[config.mk]
export PLATFORM = sky130hd
export DESIGN_NAME = rgb565_hsv_color_classifier_top
export DESIGN_NICKNAME = d
export VERILOG_FILES = /design/src/rtl/rhc_pkg.sv /design/src/rtl/rgb565_hsv_color_classifier_top.sv /design/src/rtl/rhc_front.sv /design/src/rtl/rhc_div.sv /design/src/rtl/rhc_classify.sv
export SDC_FILE = /design/constraint.sdc
export NUM_CORES = 1
export LEC_CHECK = 0
export BUFFER_PORTS_ARGS = -buffer_cell sky130_fd_sc_hd__buf_2
export CAP_MARGIN = 15
export CORE_ASPECT_RATIO = 1.5
export CORE_MARGIN = 2
export CORE_UTILIZATION = 55
export CTS_CLUSTER_SIZE = 16
export DETAILED_ROUTE_END_ITERATION = 10
export GPL_TIMING_DRIVEN = 1
export HOLD_SLACK_MARGIN = 0.15
export PLACE_DENSITY = 0.71
export SYNTH_ARGS = -nofsm -noshare
export SYNTH_HDL_FRONTEND = slang
export SYNTH_HIERARCHICAL = 1
export SYNTH_SLANG_ARGS = --single-unit
[constraint.sdc]
create_clock -name clk -period 5.7 [get_ports clk]
set_input_delay 0.57 -clock clk [delete_from_list [all_inputs] [get_ports clk]]
set_output_delay 0.57 -clock clk [all_outputs]
set_load 0.005 [all_outputs]
[src/rtl/rhc_pkg.sv]
package rhc_pkg;

  // Field widths.
  localparam int PIXEL_W    = 16;
  localparam int ROW_W      = 10;
  localparam int CH_W       = 8;
  localparam int HUE_W      = 9;
  localparam int CLS_W      = 3;
  localparam int CFG_IDX_W  = 3;
  localparam int CFG_DATA_W = 10;

  // Divider operand widths. The hue numerator is 60 * |diff| (at most 15300),
  // the saturation numerator is delta * 255 (at most 65025).
  localparam int HUE_NUM_W = 14;
  localparam int SAT_NUM_W = 16;
  localparam int DIV_DEN_W = 8;
  localparam int DIV_QUO_W = 8;

  // Fixed red thresholds.
  localparam logic [CH_W-1:0] RED_MIN_SAT = 8'd120;
  localparam logic [CH_W-1:0] RED_MIN_VAL = 8'd60;

  // Register reset values.
  localparam logic [HUE_W-1:0] RST_RED_HUE_LOW_MAX  = 9'd10;
  localparam logic [HUE_W-1:0] RST_RED_HUE_HIGH_MIN = 9'd340;
  localparam logic [HUE_W-1:0] RST_ORANGE_HUE_MIN   = 9'd11;
  localparam logic [HUE_W-1:0] RST_ORANGE_HUE_MAX   = 9'd35;
  localparam logic [ROW_W-1:0] RST_OBSTACLE_ROW_MIN = 10'd80;
  localparam logic [ROW_W-1:0] RST_OBSTACLE_ROW_MAX = 10'd239;
  localparam logic [ROW_W-1:0] RST_LINE_ROW_MIN     = 10'd115;
  localparam logic [ROW_W-1:0] RST_LINE_ROW_MAX     = 10'd239;

  // Register indexes on the configuration port.
  typedef enum logic [CFG_IDX_W-1:0] {
    REG_RED_HUE_LOW_MAX  = 3'd0,
    REG_RED_HUE_HIGH_MIN = 3'd1,
    REG_ORANGE_HUE_MIN   = 3'd2,
    REG_ORANGE_HUE_MAX   = 3'd3,
    REG_OBSTACLE_ROW_MIN = 3'd4,
    REG_OBSTACLE_ROW_MAX = 3'd5,
    REG_LINE_ROW_MIN     = 3'd6,
    REG_LINE_ROW_MAX     = 3'd7
  } cfg_index_t;

  // Output classes.
  typedef enum logic [CLS_W-1:0] {
    CLS_NONE   = 3'd0,
    CLS_RED    = 3'd1,
    CLS_GREEN  = 3'd2,
    CLS_ORANGE = 3'd3,
    CLS_BLUE   = 3'd4
  } color_class_t;

  // Which channel is the largest, tested red first, then green.
  typedef enum logic [1:0] {
    SECT_RED   = 2'd0,
    SECT_GREEN = 2'd1,
    SECT_BLUE  = 2'd2
  } sector_t;

  // Configuration registers as seen by the classifier.
  typedef struct packed {
    logic [HUE_W-1:0] red_hue_low_max;
    logic [HUE_W-1:0] red_hue_high_min;
    logic [HUE_W-1:0] orange_hue_min;
    logic [HUE_W-1:0] orange_hue_max;
    logic [ROW_W-1:0] obstacle_row_min;
    logic [ROW_W-1:0] obstacle_row_max;
    logic [ROW_W-1:0] line_row_min;
    logic [ROW_W-1:0] line_row_max;
  } cfg_regs_t;

  // Side data that rides along with the hue division.
  typedef struct packed {
    logic             neg;
    sector_t          sector;
    logic [ROW_W-1:0] row;
  } hue_side_t;

  // Front end results handed to the two dividers.
  typedef struct packed {
    logic [SAT_NUM_W-1:0] sat_num;
    logic [DIV_DEN_W-1:0] sat_den;
    logic [HUE_NUM_W-1:0] hue_num;
    logic [DIV_DEN_W-1:0] hue_den;
    hue_side_t            side;
    logic [CH_W-1:0]      value;
  } front_out_t;

endpackage

[src/rtl/rgb565_hsv_color_classifier_top.sv]
// RGB565 to HSV color classifier. The block takes one pixel with its row on
// every clock (busy never rises) and returns one result per pixel, marked by
// done. Two front-end stages widen the channels and form the numerators, two
// eight-stage restoring dividers (hue and saturation, one quotient bit per
// stage) run side by side, and two final stages finish the hue and apply the
// class rules and row windows. Results appear in input order and cannot be
// held off, so the receiver must take every done beat. Registers are written
// through the cfg channel, which is always ready; write them only while no
// pixel is in flight.
module rgb565_hsv_color_classifier_top
  import rhc_pkg::*;
(
  input  logic                  clk,
  input  logic                  rst,
  input  logic                  start,
  output logic                  busy,
  input  logic [PIXEL_W-1:0]    pixel,
  input  logic [ROW_W-1:0]      row,
  input  logic                  cfg_valid,
  output logic                  cfg_ready,
  input  logic [CFG_IDX_W-1:0]  cfg_index,
  input  logic [CFG_DATA_W-1:0] cfg_data,
  output logic                  done,
  output logic [CLS_W-1:0]      color_class,
  output logic [HUE_W-1:0]      hue,
  output logic [CH_W-1:0]       saturation,
  output logic [CH_W-1:0]       brightness
);

  assign busy      = 1'b0;
  assign cfg_ready = 1'b1;

  // Configuration registers.
  cfg_regs_t cfg;

  always_ff @(posedge clk) begin
    if (rst) begin
      cfg.red_hue_low_max  <= RST_RED_HUE_LOW_MAX;
      cfg.red_hue_high_min <= RST_RED_HUE_HIGH_MIN;
      cfg.orange_hue_min   <= RST_ORANGE_HUE_MIN;
      cfg.orange_hue_max   <= RST_ORANGE_HUE_MAX;
      cfg.obstacle_row_min <= RST_OBSTACLE_ROW_MIN;
      cfg.obstacle_row_max <= RST_OBSTACLE_ROW_MAX;
      cfg.line_row_min     <= RST_LINE_ROW_MIN;
      cfg.line_row_max     <= RST_LINE_ROW_MAX;
    end else if (cfg_valid && cfg_ready) begin
      unique case (cfg_index_t'(cfg_index))
        REG_RED_HUE_LOW_MAX:  cfg.red_hue_low_max  <= cfg_data[HUE_W-1:0];
        REG_RED_HUE_HIGH_MIN: cfg.red_hue_high_min <= cfg_data[HUE_W-1:0];
        REG_ORANGE_HUE_MIN:   cfg.orange_hue_min   <= cfg_data[HUE_W-1:0];
        REG_ORANGE_HUE_MAX:   cfg.orange_hue_max   <= cfg_data[HUE_W-1:0];
        REG_OBSTACLE_ROW_MIN: cfg.obstacle_row_min <= cfg_data[ROW_W-1:0];
        REG_OBSTACLE_ROW_MAX: cfg.obstacle_row_max <= cfg_data[ROW_W-1:0];
        REG_LINE_ROW_MIN:     cfg.line_row_min     <= cfg_data[ROW_W-1:0];
        REG_LINE_ROW_MAX:     cfg.line_row_max     <= cfg_data[ROW_W-1:0];
        default: ;
      endcase
    end
  end

  // Front end: channel widening, extremes and numerators.
  logic       front_valid;
  front_out_t front_data;

  rhc_front u_front (
    .clk       (clk),
    .rst       (rst),
    .in_valid  (start && !busy),
    .pixel     (pixel),
    .row       (row),
    .out_valid (front_valid),
    .out_data  (front_data)
  );

  // Hue and saturation dividers in parallel.
  logic                 hue_valid;
  logic [DIV_QUO_W-1:0] hue_quo;
  hue_side_t            hue_side;
  logic                 sat_valid;
  logic [DIV_QUO_W-1:0] sat_quo;
  logic [CH_W-1:0]      sat_value;

  rhc_div #(
    .NUM_W  (HUE_NUM_W),
    .DEN_W  (DIV_DEN_W),
    .QUO_W  (DIV_QUO_W),
    .SIDE_W ($bits(hue_side_t))
  ) u_hue_div (
    .clk       (clk),
    .rst       (rst),
    .in_valid  (front_valid),
    .num       (front_data.hue_num),
    .den       (front_data.hue_den),
    .side_in   (front_data.side),
    .out_valid (hue_valid),
    .quo       (hue_quo),
    .side_out  (hue_side)
  );

  rhc_div #(
    .NUM_W  (SAT_NUM_W),
    .DEN_W  (DIV_DEN_W),
    .QUO_W  (DIV_QUO_W),
    .SIDE_W (CH_W)
  ) u_sat_div (
    .clk       (clk),
    .rst       (rst),
    .in_valid  (front_valid),
    .num       (front_data.sat_num),
    .den       (front_data.sat_den),
    .side_in   (front_data.value),
    .out_valid (sat_valid),
    .quo       (sat_quo),
    .side_out  (sat_value)
  );

  // Hue completion and classification.
  rhc_classify u_classify (
    .clk         (clk),
    .rst         (rst),
    .cfg         (cfg),
    .in_valid    (hue_valid && sat_valid),
    .hue_quo     (hue_quo),
    .hue_side    (hue_side),
    .sat_quo     (sat_quo),
    .value       (sat_value),
    .done        (done),
    .color_class (color_class),
    .hue         (hue),
    .saturation  (saturation),
    .brightness  (brightness)
  );

endmodule

[src/rtl/rhc_front.sv]
module rhc_front
  import rhc_pkg::*;
(
  input  logic               clk,
  input  logic               rst,
  input  logic               in_valid,
  input  logic [PIXEL_W-1:0] pixel,
  input  logic [ROW_W-1:0]   row,
  output logic               out_valid,
  output front_out_t         out_data
);

  // Stage one registers.
  logic            s1_valid;
  logic [CH_W-1:0] s1_r;
  logic [CH_W-1:0] s1_g;
  logic [CH_W-1:0] s1_b;
  logic [CH_W-1:0] s1_max;
  logic [CH_W-1:0] s1_min;
  sector_t         s1_sector;
  logic [ROW_W-1:0] s1_row;

  logic [CH_W-1:0] r_wide;
  logic [CH_W-1:0] g_wide;
  logic [CH_W-1:0] b_wide;
  sector_t         sector_next;
  logic [CH_W-1:0] max_next;
  logic [CH_W-1:0] min_next;

  // Widen the channels by bit replication and find the largest and smallest.
  always_comb begin
    r_wide = {pixel[15:11], pixel[15:13]};
    g_wide = {pixel[10:5], pixel[10:9]};
    b_wide = {pixel[4:0], pixel[4:2]};
    if (r_wide >= g_wide && r_wide >= b_wide) begin
      sector_next = SECT_RED;
      max_next    = r_wide;
    end else if (g_wide >= b_wide) begin
      sector_next = SECT_GREEN;
      max_next    = g_wide;
    end else begin
      sector_next = SECT_BLUE;
      max_next    = b_wide;
    end
    min_next = r_wide;
    if (g_wide < min_next) begin
      min_next = g_wide;
    end
    if (b_wide < min_next) begin
      min_next = b_wide;
    end
  end

  always_ff @(posedge clk) begin
    if (rst) begin
      s1_valid <= 1'b0;
    end else begin
      s1_valid <= in_valid;
    end
  end

  always_ff @(posedge clk) begin
    s1_r      <= r_wide;
    s1_g      <= g_wide;
    s1_b      <= b_wide;
    s1_max    <= max_next;
    s1_min    <= min_next;
    s1_sector <= sector_next;
    s1_row    <= row;
  end

  // Stage two: spread, hue difference and the two numerators.
  logic [CH_W-1:0] delta;
  logic [CH_W-1:0] op_a;
  logic [CH_W-1:0] op_b;
  logic            diff_neg;
  logic [CH_W-1:0] diff_abs;
  front_out_t      data_next;

  always_comb begin
    delta = s1_max - s1_min;
    case (s1_sector)
      SECT_RED: begin
        op_a = s1_g;
        op_b = s1_b;
      end
      SECT_GREEN: begin
        op_a = s1_b;
        op_b = s1_r;
      end
      default: begin
        op_a = s1_r;
        op_b = s1_g;
      end
    endcase
    diff_neg = op_a < op_b;
    diff_abs = diff_neg ? (op_b - op_a) : (op_a - op_b);

    data_next.side.neg    = diff_neg;
    data_next.side.sector = s1_sector;
    data_next.side.row    = s1_row;
    data_next.value       = s1_max;

    // A black pixel gives zero saturation: divide zero by one.
    if (s1_max == '0) begin
      data_next.sat_num = '0;
      data_next.sat_den = DIV_DEN_W'(1);
    end else begin
      data_next.sat_num = {delta, 8'h00} - SAT_NUM_W'(delta);
      data_next.sat_den = s1_max;
    end

    // A grey pixel gives zero hue.
    if (delta == '0) begin
      data_next.hue_num = '0;
      data_next.hue_den = DIV_DEN_W'(1);
    end else begin
      data_next.hue_num = {diff_abs, 6'b0} - HUE_NUM_W'({diff_abs, 2'b0});
      data_next.hue_den = delta;
    end
  end

  always_ff @(posedge clk) begin
    if (rst) begin
      out_valid <= 1'b0;
    end else begin
      out_valid <= s1_valid;
    end
  end

  always_ff @(posedge clk) begin
    out_data <= data_next;
  end

endmodule

[src/rtl/rhc_div.sv]
module rhc_div
  import rhc_pkg::*;
#(
  parameter int NUM_W  = SAT_NUM_W,
  parameter int DEN_W  = DIV_DEN_W,
  parameter int QUO_W  = DIV_QUO_W,
  parameter int SIDE_W = CH_W
) (
  input  logic              clk,
  input  logic              rst,
  input  logic              in_valid,
  input  logic [NUM_W-1:0]  num,
  input  logic [DEN_W-1:0]  den,
  input  logic [SIDE_W-1:0] side_in,
  output logic              out_valid,
  output logic [QUO_W-1:0]  quo,
  output logic [SIDE_W-1:0] side_out
);

  // Restoring division, one quotient bit per stage, most significant first.
  // The numerator must be below den * 2**QUO_W.
  localparam int WIDE_W = NUM_W + DEN_W + QUO_W;

  logic [NUM_W-1:0]  rem_q   [1:QUO_W-1];
  logic [DEN_W-1:0]  den_q   [1:QUO_W-1];
  logic [QUO_W-1:0]  quo_q   [1:QUO_W];
  logic [SIDE_W-1:0] side_q  [1:QUO_W];
  logic              valid_q [1:QUO_W];

  for (genvar s = 0; s < QUO_W; s++) begin : g_stage
    logic [NUM_W-1:0]  rem_cur;
    logic [DEN_W-1:0]  den_cur;
    logic [QUO_W-1:0]  quo_cur;
    logic [SIDE_W-1:0] side_cur;
    logic              valid_cur;
    logic [WIDE_W-1:0] trial;
    logic              fits;

    if (s == 0) begin : g_first
      assign rem_cur   = num;
      assign den_cur   = den;
      assign quo_cur   = '0;
      assign side_cur  = side_in;
      assign valid_cur = in_valid;
    end else begin : g_rest
      assign rem_cur   = rem_q[s];
      assign den_cur   = den_q[s];
      assign quo_cur   = quo_q[s];
      assign side_cur  = side_q[s];
      assign valid_cur = valid_q[s];
    end

    // Try to take away the divisor at this bit's weight.
    assign trial = WIDE_W'(den_cur) << (QUO_W - 1 - s);
    assign fits  = WIDE_W'(rem_cur) >= trial;

    always_ff @(posedge clk) begin
      if (rst) begin
        valid_q[s+1] <= 1'b0;
      end else begin
        valid_q[s+1] <= valid_cur;
      end
    end

    always_ff @(posedge clk) begin
      quo_q[s+1]  <= QUO_W'({quo_cur, fits});
      side_q[s+1] <= side_cur;
    end

    // The last stage needs no remainder or divisor.
    if (s < QUO_W - 1) begin : g_carry
      always_ff @(posedge clk) begin
        rem_q[s+1] <= fits ? NUM_W'(WIDE_W'(rem_cur) - trial) : rem_cur;
        den_q[s+1] <= den_cur;
      end
    end
  end

  assign out_valid = valid_q[QUO_W];
  assign quo       = quo_q[QUO_W];
  assign side_out  = side_q[QUO_W];

endmodule

[src/rtl/rhc_classify.sv]
module rhc_classify
  import rhc_pkg::*;
(
  input  logic                 clk,
  input  logic                 rst,
  input  cfg_regs_t            cfg,
  input  logic                 in_valid,
  input  logic [DIV_QUO_W-1:0] hue_quo,
  input  hue_side_t            hue_side,
  input  logic [DIV_QUO_W-1:0] sat_quo,
  input  logic [CH_W-1:0]      value,
  output logic                 done,
  output logic [CLS_W-1:0]     color_class,
  output logic [HUE_W-1:0]     hue,
  output logic [CH_W-1:0]      saturation,
  output logic [CH_W-1:0]      brightness
);

  localparam logic [HUE_W-1:0] HUE_GREEN_BASE = 9'd120;
  localparam logic [HUE_W-1:0] HUE_BLUE_BASE  = 9'd240;
  localparam logic [HUE_W-1:0] HUE_FULL       = 9'd360;
  localparam logic [HUE_W-1:0] GREEN_HUE_MIN  = 9'd45;
  localparam logic [HUE_W-1:0] GREEN_HUE_MAX  = 9'd180;
  localparam logic [HUE_W-1:0] BLUE_HUE_MIN   = 9'd200;
  localparam logic [HUE_W-1:0] BLUE_HUE_MAX   = 9'd270;
  localparam logic [CH_W-1:0]  DARK_VAL       = 8'd20;
  localparam logic [CH_W-1:0]  ORANGE_MIN_SAT = 8'd90;
  localparam logic [CH_W-1:0]  ORANGE_MIN_VAL = 8'd60;
  localparam logic [CH_W-1:0]  GREEN_MIN_SAT  = 8'd30;
  localparam logic [CH_W-1:0]  GREEN_MAX_VAL  = 8'd100;
  localparam logic [CH_W-1:0]  BLUE_MIN_SAT   = 8'd45;
  localparam logic [CH_W-1:0]  BLUE_MIN_VAL   = 8'd45;

  // Stage one: finish the hue from the sector offset and the signed quotient.
  logic                    h_valid;
  logic [HUE_W-1:0]        h_hue;
  logic [CH_W-1:0]         h_sat;
  logic [CH_W-1:0]         h_val;
  logic [ROW_W-1:0]        h_row;
  logic [HUE_W-1:0]        base;
  logic signed [HUE_W+1:0] hue_sum;
  logic [HUE_W-1:0]        hue_next;

  always_comb begin
    case (hue_side.sector)
      SECT_RED:   base = '0;
      SECT_GREEN: base = HUE_GREEN_BASE;
      default:    base = HUE_BLUE_BASE;
    endcase
    if (hue_side.neg) begin
      hue_sum = $signed({2'b00, base}) - $signed((HUE_W+2)'(hue_quo));
    end else begin
      hue_sum = $signed({2'b00, base}) + $signed((HUE_W+2)'(hue_quo));
    end
    // A negative hue wraps around the circle.
    if (hue_sum < 0) begin
      hue_sum = hue_sum + $signed({2'b00, HUE_FULL});
    end
    hue_next = hue_sum[HUE_W-1:0];
  end

  always_ff @(posedge clk) begin
    if (rst) begin
      h_valid <= 1'b0;
    end else begin
      h_valid <= in_valid;
    end
  end

  always_ff @(posedge clk) begin
    h_hue <= hue_next;
    h_sat <= sat_quo;
    h_val <= value;
    h_row <= hue_side.row;
  end

  // Stage two: class rules in priority order, then the row windows.
  color_class_t cls_rule;
  color_class_t cls_next;
  logic         in_obstacle;
  logic         in_line;

  always_comb begin
    if (h_val < DARK_VAL) begin
      cls_rule = CLS_NONE;
    end else if ((h_hue <= cfg.red_hue_low_max || h_hue >= cfg.red_hue_high_min) &&
                 h_sat >= RED_MIN_SAT && h_val >= RED_MIN_VAL) begin
      cls_rule = CLS_RED;
    end else if (h_hue >= cfg.orange_hue_min && h_hue <= cfg.orange_hue_max &&
                 h_sat >= ORANGE_MIN_SAT && h_val >= ORANGE_MIN_VAL) begin
      cls_rule = CLS_ORANGE;
    end else if (h_hue >= GREEN_HUE_MIN && h_hue <= GREEN_HUE_MAX &&
                 h_sat >= GREEN_MIN_SAT && h_val <= GREEN_MAX_VAL) begin
      cls_rule = CLS_GREEN;
    end else if (h_hue >= BLUE_HUE_MIN && h_hue <= BLUE_HUE_MAX &&
                 h_sat >= BLUE_MIN_SAT && h_val >= BLUE_MIN_VAL) begin
      cls_rule = CLS_BLUE;
    end else begin
      cls_rule = CLS_NONE;
    end

    in_obstacle = h_row >= cfg.obstacle_row_min && h_row <= cfg.obstacle_row_max;
    in_line     = h_row >= cfg.line_row_min && h_row <= cfg.line_row_max;

    case (cls_rule) inside
      CLS_RED, CLS_GREEN:   cls_next = in_obstacle ? cls_rule : CLS_NONE;
      CLS_ORANGE, CLS_BLUE: cls_next = in_line ? cls_rule : CLS_NONE;
      default:              cls_next = CLS_NONE;
    endcase
  end

  always_ff @(posedge clk) begin
    if (rst) begin
      done <= 1'b0;
    end else begin
      done <= h_valid;
    end
  end

  always_ff @(posedge clk) begin
    color_class <= cls_next;
    hue         <= h_hue;
    saturation  <= h_sat;
    brightness  <= h_val;
  end

endmodule
* Word level (Yosys, flattened, before mapping)
Memories as Yosys holds them, arrays and structs flattened. A register that Yosys moved wholly into a read port is not among the register bits.
Index checks and enable logic that the tools add are counted.
** Storage, ports and cells
- Logic and storage cells :: 221
- Input bits :: 43
- Bits in read-only memories :: 0
- RAM bits :: 634
- Flip-flop bits (word level) :: 246
- Memories kept :: 10
- Latch bits :: 0
- Output and inout bits :: 31
** Operators by class
- Order comparisons :: 43
- Reductions and logical operators :: 31
- Muxes and demuxes :: 53
- $add $sub $neg :: 22
- Divide/modulo/power cells :: 0
- Bitwise logic cells :: 16
- Eq/ne operators :: 13
- $mul :: 0
- Shift-type cells :: 0
** Memory list
- u_sat_div.rem_q :: words 7, bits a word 16, read ports 7, clocked after Yosys merged registers in 0, wr ports 7, line rhc_div.sv:24 : logic [NUM_W-1:0] rem_q [1:QUO_W-1];
- u_hue_div.side_q :: words 8, bits a word 13, read ports 8, clocked after Yosys merged registers in 0, wr ports 8, line rhc_div.sv:27 : logic [SIDE_W-1:0] side_q [1:QUO_W];
- u_hue_div.rem_q :: words 7, bits a word 14, read ports 7, clocked after Yosys merged registers in 0, wr ports 7, line rhc_div.sv:24
- u_hue_div.quo_q :: words 8, bits a word 8, read ports 8, clocked after Yosys merged registers in 0, wr ports 8, line rhc_div.sv:26 : logic [QUO_W-1:0] quo_q [1:QUO_W];
- u_sat_div.quo_q :: words 8, bits a word 8, read ports 8, clocked after Yosys merged registers in 1, wr ports 8, line rhc_div.sv:26
- u_sat_div.side_q :: words 8, bits a word 8, read ports 8, clocked after Yosys merged registers in 1, wr ports 8, line rhc_div.sv:27
- 4 more memories
** Operators with widths (count)
- $mux W16 :: 7
- $mux W14 :: 7
- $pmux W8 S2 :: 3
- $mux W8 :: 5
- $sub A14 B10 Y14 :: 2
- $sub A14 B14 Y14 :: 2
- $mux W3 :: 9
- $ge A8 B6 Y1 const B :: 3
- $ge A8 B8 Y1 :: 3
- $lt A8 B8 Y1 :: 3
- $sub A8 B8 Y8 :: 3
- $ge A10 B10 Y1 :: 2
- $le A10 B10 Y1 :: 2
- $mux W1 :: 19
- $ge A9 B9 Y1 :: 2
- $le A9 B9 Y1 :: 2
- $ge A16 B10 Y1 :: 1
- $ge A16 B11 Y1 :: 1
- $ge A16 B12 Y1 :: 1
- $ge A16 B13 Y1 :: 1
- $ge A16 B14 Y1 :: 1
- $ge A16 B15 Y1 :: 1
- $ge A16 B8 Y1 :: 1
- $ge A16 B9 Y1 :: 1
- 47 further kinds :: 96

* Longest topological paths before layout
Gate-level depths: netlist of the first run.
- Depth in word-level cells :: 13
- Depth in mapped cells :: 20
- Mapped depth without buffers :: 20

* Cells and area by module
The synthesis of the first run kept the hierarchy.
** By module, submodules not included
- rhc_div (u_hue_div) :: seq. area each 6045.8 µm², instances 1, cells an instance 844, area an instance 9872.0 µm²
- rhc_div (u_sat_div) :: seq. area each 5525.3 µm², instances 1, cells an instance 901, area an instance 9766.9 µm²
- rhc_front :: seq. area each 2222.1 µm², instances 1, cells an instance 550, area an instance 5258.8 µm²
- rhc_classify :: seq. area each 1301.2 µm², instances 1, cells an instance 440, area an instance 4038.9 µm²
- rgb565_hsv_color_classifier_top :: seq. area each 1521.5 µm², instances 1, cells an instance 285, area an instance 3015.4 µm²

* Least setup slack after synthesis of the first run
No wires, ideal clock.
- Kind :: register to register
- Start :: reg u_front.s1_sector[0]
- End :: reg u_front/out_data[42] (netlist bit)
- Arrival :: 4268 ps
- Stages on the path, launching flop included :: 20
- Required time :: 5570 ps
- Path buffers :: 1
- Library setup time :: 130 ps
- Clock period less this slack :: 4399 ps
- Path slack :: 1301 ps
- Path through :: dfxtp_1 -> buf_1 -> nand2_1 -> nand3_1 -> and2_1 -> inv_1 -> fa_1 -> a211oi_2 -> o211ai_4 -> nand2_2 -> mux2_4 -> o31ai_1 -> nand3_1 -> xnor2_2 -> ha_1 -> a21oi_1 -> nand4_1 -> a41o_1 -> xnor2_1 -> nor2_1
** RTL lines
- start, declared :: line rhc_front.sv:20 : sector_t s1_sector;
- start signal, assigned :: line rhc_front.sv:68 : s1_sector <= sector_next;
- end signal, assigned :: line rhc_front.sv:132 : out_data <= data_next;
- end, declared :: line rhc_front.sv:10 : output front_out_t out_data

==> results of run 1 <==
[per-stage QoR]
stage | utilization, % | instances | power (W)
floorplan | - | 3021 | 0.0158
global placement | 57.2 | 3807 | 0.0176
detailed placement | 57.2 | 3807 | 0.0180
CTS | 61.9 | 3960 | 0.0231
global route | 61.9 | 3960 | 0.0247
finish | 61.9 | 3960 | 0.0231
[final cells by class]
type / instances / area [um2]
fillers: 4624 / 22000
flip-flops and latches: 830 / 16600
multi-input cells: 1826 / 13900
clock buffers: 95 / 2060
inverters: 304 / 1140
well taps: 770 / 963
repair buffers: 95 / 581
clock inverters: 40 / 475
[worst register-to-register path: cells and delay by family, from the launching register on]
family | cells | cell delay (ns)
AO/OA/AOI/OAI | 6 | 1.56
XOR/XNOR | 2 | 0.31
adder cells (fa/ha/maj) | 3 | 1.00
buffers and inverters | 3 | 0.46
flip-flops | 1 | 0.57
multiplexers | 1 | 0.36
AND/OR/NAND/NOR | 5 | 0.78
[registers in the layout, indices dropped and copies added, names as in the netlist, 9 cells and up]
signal	flops
cfg	76
u_classify/h_hue	9
u_classify/h_row	10
u_classify/hue	9
u_front/out_data	65
u_front/s1_row	10
u_hue_div/den_q	56
u_hue_div/quo_q	36
u_hue_div/rem_q	98
u_hue_div/side_q	104
u_sat_div/den_q	56
u_sat_div/quo_q	36
u_sat_div/rem_q	112
u_sat_div/side_q	64
[worst max path at each step]
stage                    startpoint              endpoint  depth (start not counted)
6_report       u_front/s1_sector[1]  u_front/out_data[42]                         20
5_1_grt        u_front/s1_sector[1]  u_front/out_data[42]                         20
4_1_cts        u_front/s1_sector[1]  u_front/out_data[42]                         20
3_5_place_dp   u_front/s1_sector[1]  u_front/out_data[42]                         20
3_3_place_gp   u_front/s1_sector[1]  u_front/out_data[42]                         20
2_1_floorplan  u_front/s1_sector[0]  u_front/out_data[42]                         19
[cells by family (layout without fill, tap and decap cells)]
logic type	count (synthesis)	count (layout)
flops	830	830
simple gates	699	699
compound gates	561	561
buf+inv	365	534
fa+ha+maj	290	290
mux	159	159
xor+xnor	113	113
other cells	3	4
[metal layers]
layer	vias up	track usage (%)	wire, um
li1	10600	-	-
met4	0	13.4	3700
met1	9930	20.0	23400
met3	209	3.10	2100
met2	460	41.8	34300
met5	-	0	0
[cells in the mapped netlist, types with 18 or more instances]
cell type | n | area share (%)
a211oi_1 | 30 | 0.70
a21o_1 | 41 | 0.96
a21oi_1 | 151 | 2.4
buf_2 | 18 | 0.28
clkbuf_1 | 32 | 0.38
dfxtp_1 | 830 | 52
fa_1 | 18 | 1.1
ha_1 | 271 | 11
inv_1 | 303 | 3.6
mux2_2 | 56 | 2.0
mux2i_1 | 101 | 3.2
nand2_1 | 125 | 1.5
nand2b_1 | 90 | 1.8
nand3_1 | 38 | 0.60
nand4_1 | 25 | 0.49
nor2_1 | 183 | 2.1
nor2b_1 | 64 | 1.3
nor3_1 | 44 | 0.69
nor4_1 | 21 | 0.41
o21a_1 | 52 | 1.2
o21ai_0 | 117 | 1.8
xnor2_1 | 69 | 1.9
xor2_1 | 42 | 1.2
[power by group through the flow]
stage	clock network (W)	logic, W	registers (W)
after detailed placement	0	0.00913	0.00887
after CTS	0.00516	0.00923	0.00876
after global placement	0	0.00879	0.00881
after floorplan	0	0.00732	0.00844
final	0.00504	0.00927	0.00876
after global routing	0.00541	0.0103	0.00894
[what timing repair did]
item | 4_1_cts | 5_1_grt
resized for setup | 0 | 0
endpoints found under the setup margin | 0 | 0
hold endpoints to repair | 18 | 0
hold buffers | 18 | 0
==> run_results.csv, run 1 <==
group,metric,value,unit
setup_path,timing.rr.start,"u_front/s1_sector[1]",
synth,synthAdderAreaFrac,11.8,%
synth,synth_mux_area_share,5.23,%
global_route,grt_overflow,0,
synth,ys.flop_type,"dfxtp_1",
worst_hold_path,holdPathStages,1,
placed_design,placed_area,0.0330,mm2
power_and_ir_drop,combPwrFrac,40.2,%
power_and_ir_drop,clock_power_share,21.8,%
setup_path,r2r_slack,0.50,ns
sta,max_freq,0.192,GHz
floorplanning,die_x,201,um
setup_path,crit_path_top_delay_cell,"dfxtp_1",
synth,synth_top_family_by_area,"adder cells",
sta,setup_violations,0,
worst_hold_path,worstHoldEndpoint,"u_front/s1_r[4]",
global_route,grt_max_degree,75,
sta,final.setup.worst_slack,0.502,ns
worst_hold_path,min_path_type,"in -> reg",
clock_network,post_cts_buffers,0,
setup_path,critical_path_required,6.16,ns
layout,antenna_cells,0,
placed_design,dp_hpwl,47.3,mm
drt,drc,0,
drt,drt_iter0_markers,811,
synth,syn_avg_cell_area,10.6,um2
setup_path,crit_chain,"clkinv_1 -> nor2_1 -> a21oi_1 -> inv_1 -> ha_1 -> inv_1 -> fa_1 -> a211oi_2 -> o211ai_4 -> nand2_2 -> mux2_4 -> o31ai_1 -> nand3_1 -> xnor2_2 -> ha_1 -> a21oi_1 -> nand4_1 -> a41o_1 -> xnor2_1 -> nor2_1",
synth,synth-simple-area-share,11.6,%
layout,layout_common_cells,"dfxtp_1, inv_1, ha_1",
synth,synth_compound_area_share,11.7,%
power_and_ir_drop,power_density,645,mW/mm2
global_route,grt_pass1_wl,103,mm
sta,timing.final.crit_share,91.2,%
power_and_ir_drop,pwr-share-seq,38.0,%
floorplanning,initial_core_util,55.4,%
layout,layout_commonest_cell,"dfxtp_1",
power_and_ir_drop,ir_drop,0.000293,V
drt,avgViaCountPerCell,5.35,
synth,synthCells,3020,
sta,finClkSkew,0.0121,ns
setup_path,rr_endpoint,"u_front/out_data[42]",
placed_design,post-place-ws,0.489,ns
floorplanning,die_area,0.0601,mm2
sta,rsz0062_at_grt,"false",
floorplanning,die_height,299,um
synth,synth_edf_count,0,
worst_hold_path,min_from,"pixel[12]",
sta,min_period,5.20,ns
clock_network,clock-sinks,830,
synth,ys_types,100,
sta,holdWs,0.191,ns
clock_network,clock_latency,0.62,ns
setup_path,end_kind,"flip-flop",
floorplanning,io_pins,74,
synth,yosysSeqAreaShare,52.0,%
global_route,grt_antenna_before_repair,0,
floorplanning,rows,108,
setup_path,r2r_cells,20,
power_and_ir_drop,power_leakage,16.1,nW
power_and_ir_drop,swShare,35.7,%
sta,hold_viol,0,
clock_network,clock_path_buffers,3,
sta,slew_viol_final,0,
sta,tns,0,ns
sta,slew_headroom,11.2,%
drt,via_count,21200,
layout,syn_to_final_growth,11.8,%
drt,drtPass1Iterations,5,
power_and_ir_drop,p_int,0.0148,W
layout,drive_gt1_share,9.75,%
job,cap_violations,0,
layout,nets,3464,
setup_path,cp_slowest_stage_delay,0.57,ns
drt,antenna_left,0,
setup_path,startpoint_type,"flip-flop",
global_route,grt_pass1_vias,22000,
setup_path,worstSetupPathType,"reg -> reg",
clock_network,cts_tree,"yes",
setup_path,worstPathArrival,5.66,ns
synth,ys_ff_latch,830,
drt,wl_per_cell,16.0,um
setup_path,worstPathMaxFanout,14,
sta,worst_pin_slew,1.33,ns
drt,postRouteWirelength,63.4,mm
synth,ys_warn_count,6,
synth,synth_xor_area_share,3.14,%
floorplanning,core,0.0577,mm2
clock_network,cts_buffers,75,
placed_design,gp_congestion,0.923,
clock_network,clk_pin_slew,0.06,ns
layout,design_area,0.0357,mm2
setup_path,crit_buf_inv,3,
placed_design,port_buffers,71,
synth,synth-async-reset-ratio,0,%
clock_network,clock-root-buffer,"clkbuf_16",
clock_network,h-tree-depth,3,
setup_path,cpLargestDelayFamily,"compound AO/OA/AOI/OAI gates",
synth,synthesis.area,0.0320,mm2
global_route,grt_use_total,21.1,%
power_and_ir_drop,power.switching,0.00824,W
run_status,status,"completed",
(Power assumes the default switching activity.)
==> run 2: changes to the inputs <==
==> constraint.sdc (replaced) <==
create_clock -name clk -period 5.7 [get_ports clk]
set_input_delay 0.285 -clock clk [delete_from_list [all_inputs] [get_ports clk]]
set_output_delay 0.285 -clock clk [all_outputs]
set_load 0.005 [all_outputs]
==> run_results.csv, run 2 (same netlist as run 1, synthesis figures left out) <==
group,metric,value,unit
run_status,status,"completed",
clock_network,cts_resized,0,
layout,syn_to_final_growth,12.3,%
layout,layout_common_cells,"dfxtp_1, inv_1, ha_1",
setup_path,critical_path_required,6.16,ns
floorplanning,die_x,201,um
clock_network,cts_hold_buffers,37,
layout,layout_commonest_cell,"dfxtp_1",
clock_network,cts_tree,"yes",
global_route,grt_pass1_wl,104,mm
layout,largest_reg_flops,112,
sta,setup_violations,0,
drt,drtPass1Iterations,5,
setup_path,cp_slowest_stage_delay,0.59,ns
clock_network,clk_pin_slew,0.06,ns
setup_path,crit_chain,"clkinv_1 -> nor2_1 -> a21oi_1 -> inv_1 -> ha_1 -> inv_1 -> fa_1 -> a211oi_2 -> o211ai_4 -> nand2_2 -> mux2_4 -> o31ai_1 -> nand3_1 -> xnor2_2 -> ha_1 -> a21oi_1 -> nand4_1 -> a41o_1 -> xnor2_1 -> nor2_1",
floorplanning,core,0.0577,mm2
sta,rsz0062_at_grt,"false",
drt,postRouteWirelength,63.7,mm
global_route,grt_pass1_vias,22100,
clock_network,post_cts_buffers,0,
sta,max_freq,0.197,GHz
setup_path,timing.rr.start,"u_front/s1_sector[1]",
layout,stdcell_count,3976,
sta,tns,0,ns
setup_path,startpoint_type,"flip-flop",
global_route,grt_use_total,21.2,%
clock_network,clock-sinks,830,
layout,regMostFlops,"u_sat_div/rem_q",
setup_path,critPathLaunch,"u_front/s1_sector[1]",
layout,reg_top3,"u_sat_div/rem_q: 112 flops, u_hue_div/side_q: 104 flops, u_hue_div/rem_q: 98 flops",
sta,worst_pin_slew,1.30,ns
power_and_ir_drop,power_leakage,16.2,nW
power_and_ir_drop,power_density,641,mW/mm2
worst_hold_path,min_from,"rst",
setup_path,worstPathArrival,5.54,ns
sta,min_period,5.08,ns
floorplanning,die_area,0.0601,mm2
setup_path,worstPathMaxFanout,14,
clock_network,clock-root-buffer,"clkbuf_16",
layout,nFillCells,4593,
drt,via_count,21300,
placed_design,port_buffers,71,
drt,antenna_left,0,
sta,timing.final.crit_share,89.2,%
placed_design,gp_congestion,0.931,
placed_design,post-place-cells,3808,
clock_network,h-tree-depth,3,
floorplanning,initial_core_util,55.4,%
floorplanning,die_height,299,um
global_route,grt_overflow,0,
sta,finClkSkew,0.0157,ns
job,cap_violations,0,
clock_network,cts_buffers,73,
drt,wl_per_cell,16.0,um
setup_path,worstSetupPathType,"reg -> reg",
setup_path,crit_buf_inv,3,
sta,hold_viol,0,
setup_path,crit_path_top_delay_cell,"dfxtp_1",
clock_network,clock_latency,0.60,ns
layout,antenna_cells,0,
layout,drive_gt1_share,9.42,%
power_and_ir_drop,ir_drop,0.000255,V
global_route,grt_max_degree,67,
drt,avgViaCountPerCell,5.35,
setup_path,cpLargestDelayFamily,"compound AO/OA/AOI/OAI gates",
global_route,grt_antenna_before_repair,0,
floorplanning,io_pins,74,
sta,slew_headroom,13.6,%
drt,drc,0,
floorplanning,rows,108,
layout,nets,3482,
placed_design,dp_hpwl,47.6,mm
sta,slew_viol_final,0,
setup_path,end_kind,"flip-flop",
clock_network,clock_path_buffers,3,
worst_hold_path,min_path_type,"in -> reg",
drt,drt_iter0_markers,898,
## run 2: cell types whose count changed in the layout (fill, tap and decap cells not counted), sizes merged
cell and delta:
inv +1, buf +1, clkinv -11, clkbuf +5
dlygate4sd3 +19, clkinvlp -1, bufinv +2
## run 2: worst paths after layout
check	end	slack [ns]	cells past startpoint
hold reg to reg	u_hue_div/side_q[0][2]	0.32	0
setup reg to reg	u_front/out_data[42]	0.62	20
hold / removal	u_sat_div/valid_q[0][3]	0.23	3
setup / recovery	u_front/out_data[42]	0.62	20
## run 2: cell type report
| cell class | count | area [um2] | area share [%] |
|---|---|---|---|
| Sequential cell | 830 | 16600 | 46.3 |
| Multi-Input combinational cell | 1826 | 13900 | 38.7 |
| Clock buffer | 100 | 2060 | 5.74 |
| Inverter | 304 | 1140 | 3.18 |
| Tap cell | 770 | 963 | 2.69 |
| Timing Repair Buffer | 115 | 778 | 2.17 |
| Clock inverter | 31 | 423 | 1.18 |
## run 2: where the power goes
group / total (W) / internal (W) / switching [W]
Combinational: 0.00924 / 0.00426 / 0.00499
Clock: 0.00500 / 0.00292 / 0.00207
Sequential: 0.00875 / 0.00768 / 0.00107
Total: 0.0230 / 0.0149 / 0.00813
## run 2: per-layer routing
layer	up-vias	part of all wire [%]	global-route usage (%)	routed length (um)
met4	0	5.1	12.4	3250
met1	9949	36	20.2	23200
li1	10600	-	-	-
met3	209	3.5	3.21	2250
met2	503	55	42.4	35000
met5	-	0	0	0
## run 2: stage by stage
stage / hold WS, ns / worst slack, ns / area (um2) / total power (W) / util, %
after floorplan: 0.310 / 1.30 / 32000 / 0.0158 / -
after global placement: 0.310 / 0.670 / 33000 / 0.0176 / 57.2
after detailed placement: 0.312 / 0.641 / 33000 / 0.0180 / 57.2
after CTS: 0.192 / 0.610 / 35900 / 0.0231 / 62.2
after global routing: 0.237 / 0.232 / 35900 / 0.0246 / 62.2
final: 0.232 / 0.617 / 35900 / 0.0230 / 62.2
## run 2: worst reg2reg max path, cell delays in order, from the launching register on
cell      delay [ns]
dfxtp_1         0.59
clkinv_1        0.35
nor2_1          0.21
a21oi_1         0.08
inv_1           0.07
ha_1            0.16
inv_1           0.06
fa_1            0.43
a211oi_2        0.48
o211ai_4        0.17
nand2_2         0.22
mux2_4          0.36
o31ai_1         0.23
nand3_1         0.14
xnor2_2         0.18
ha_1            0.40
a21oi_1         0.28
nand4_1         0.13
a41o_1          0.24
xnor2_1         0.13
nor2_1          0.05
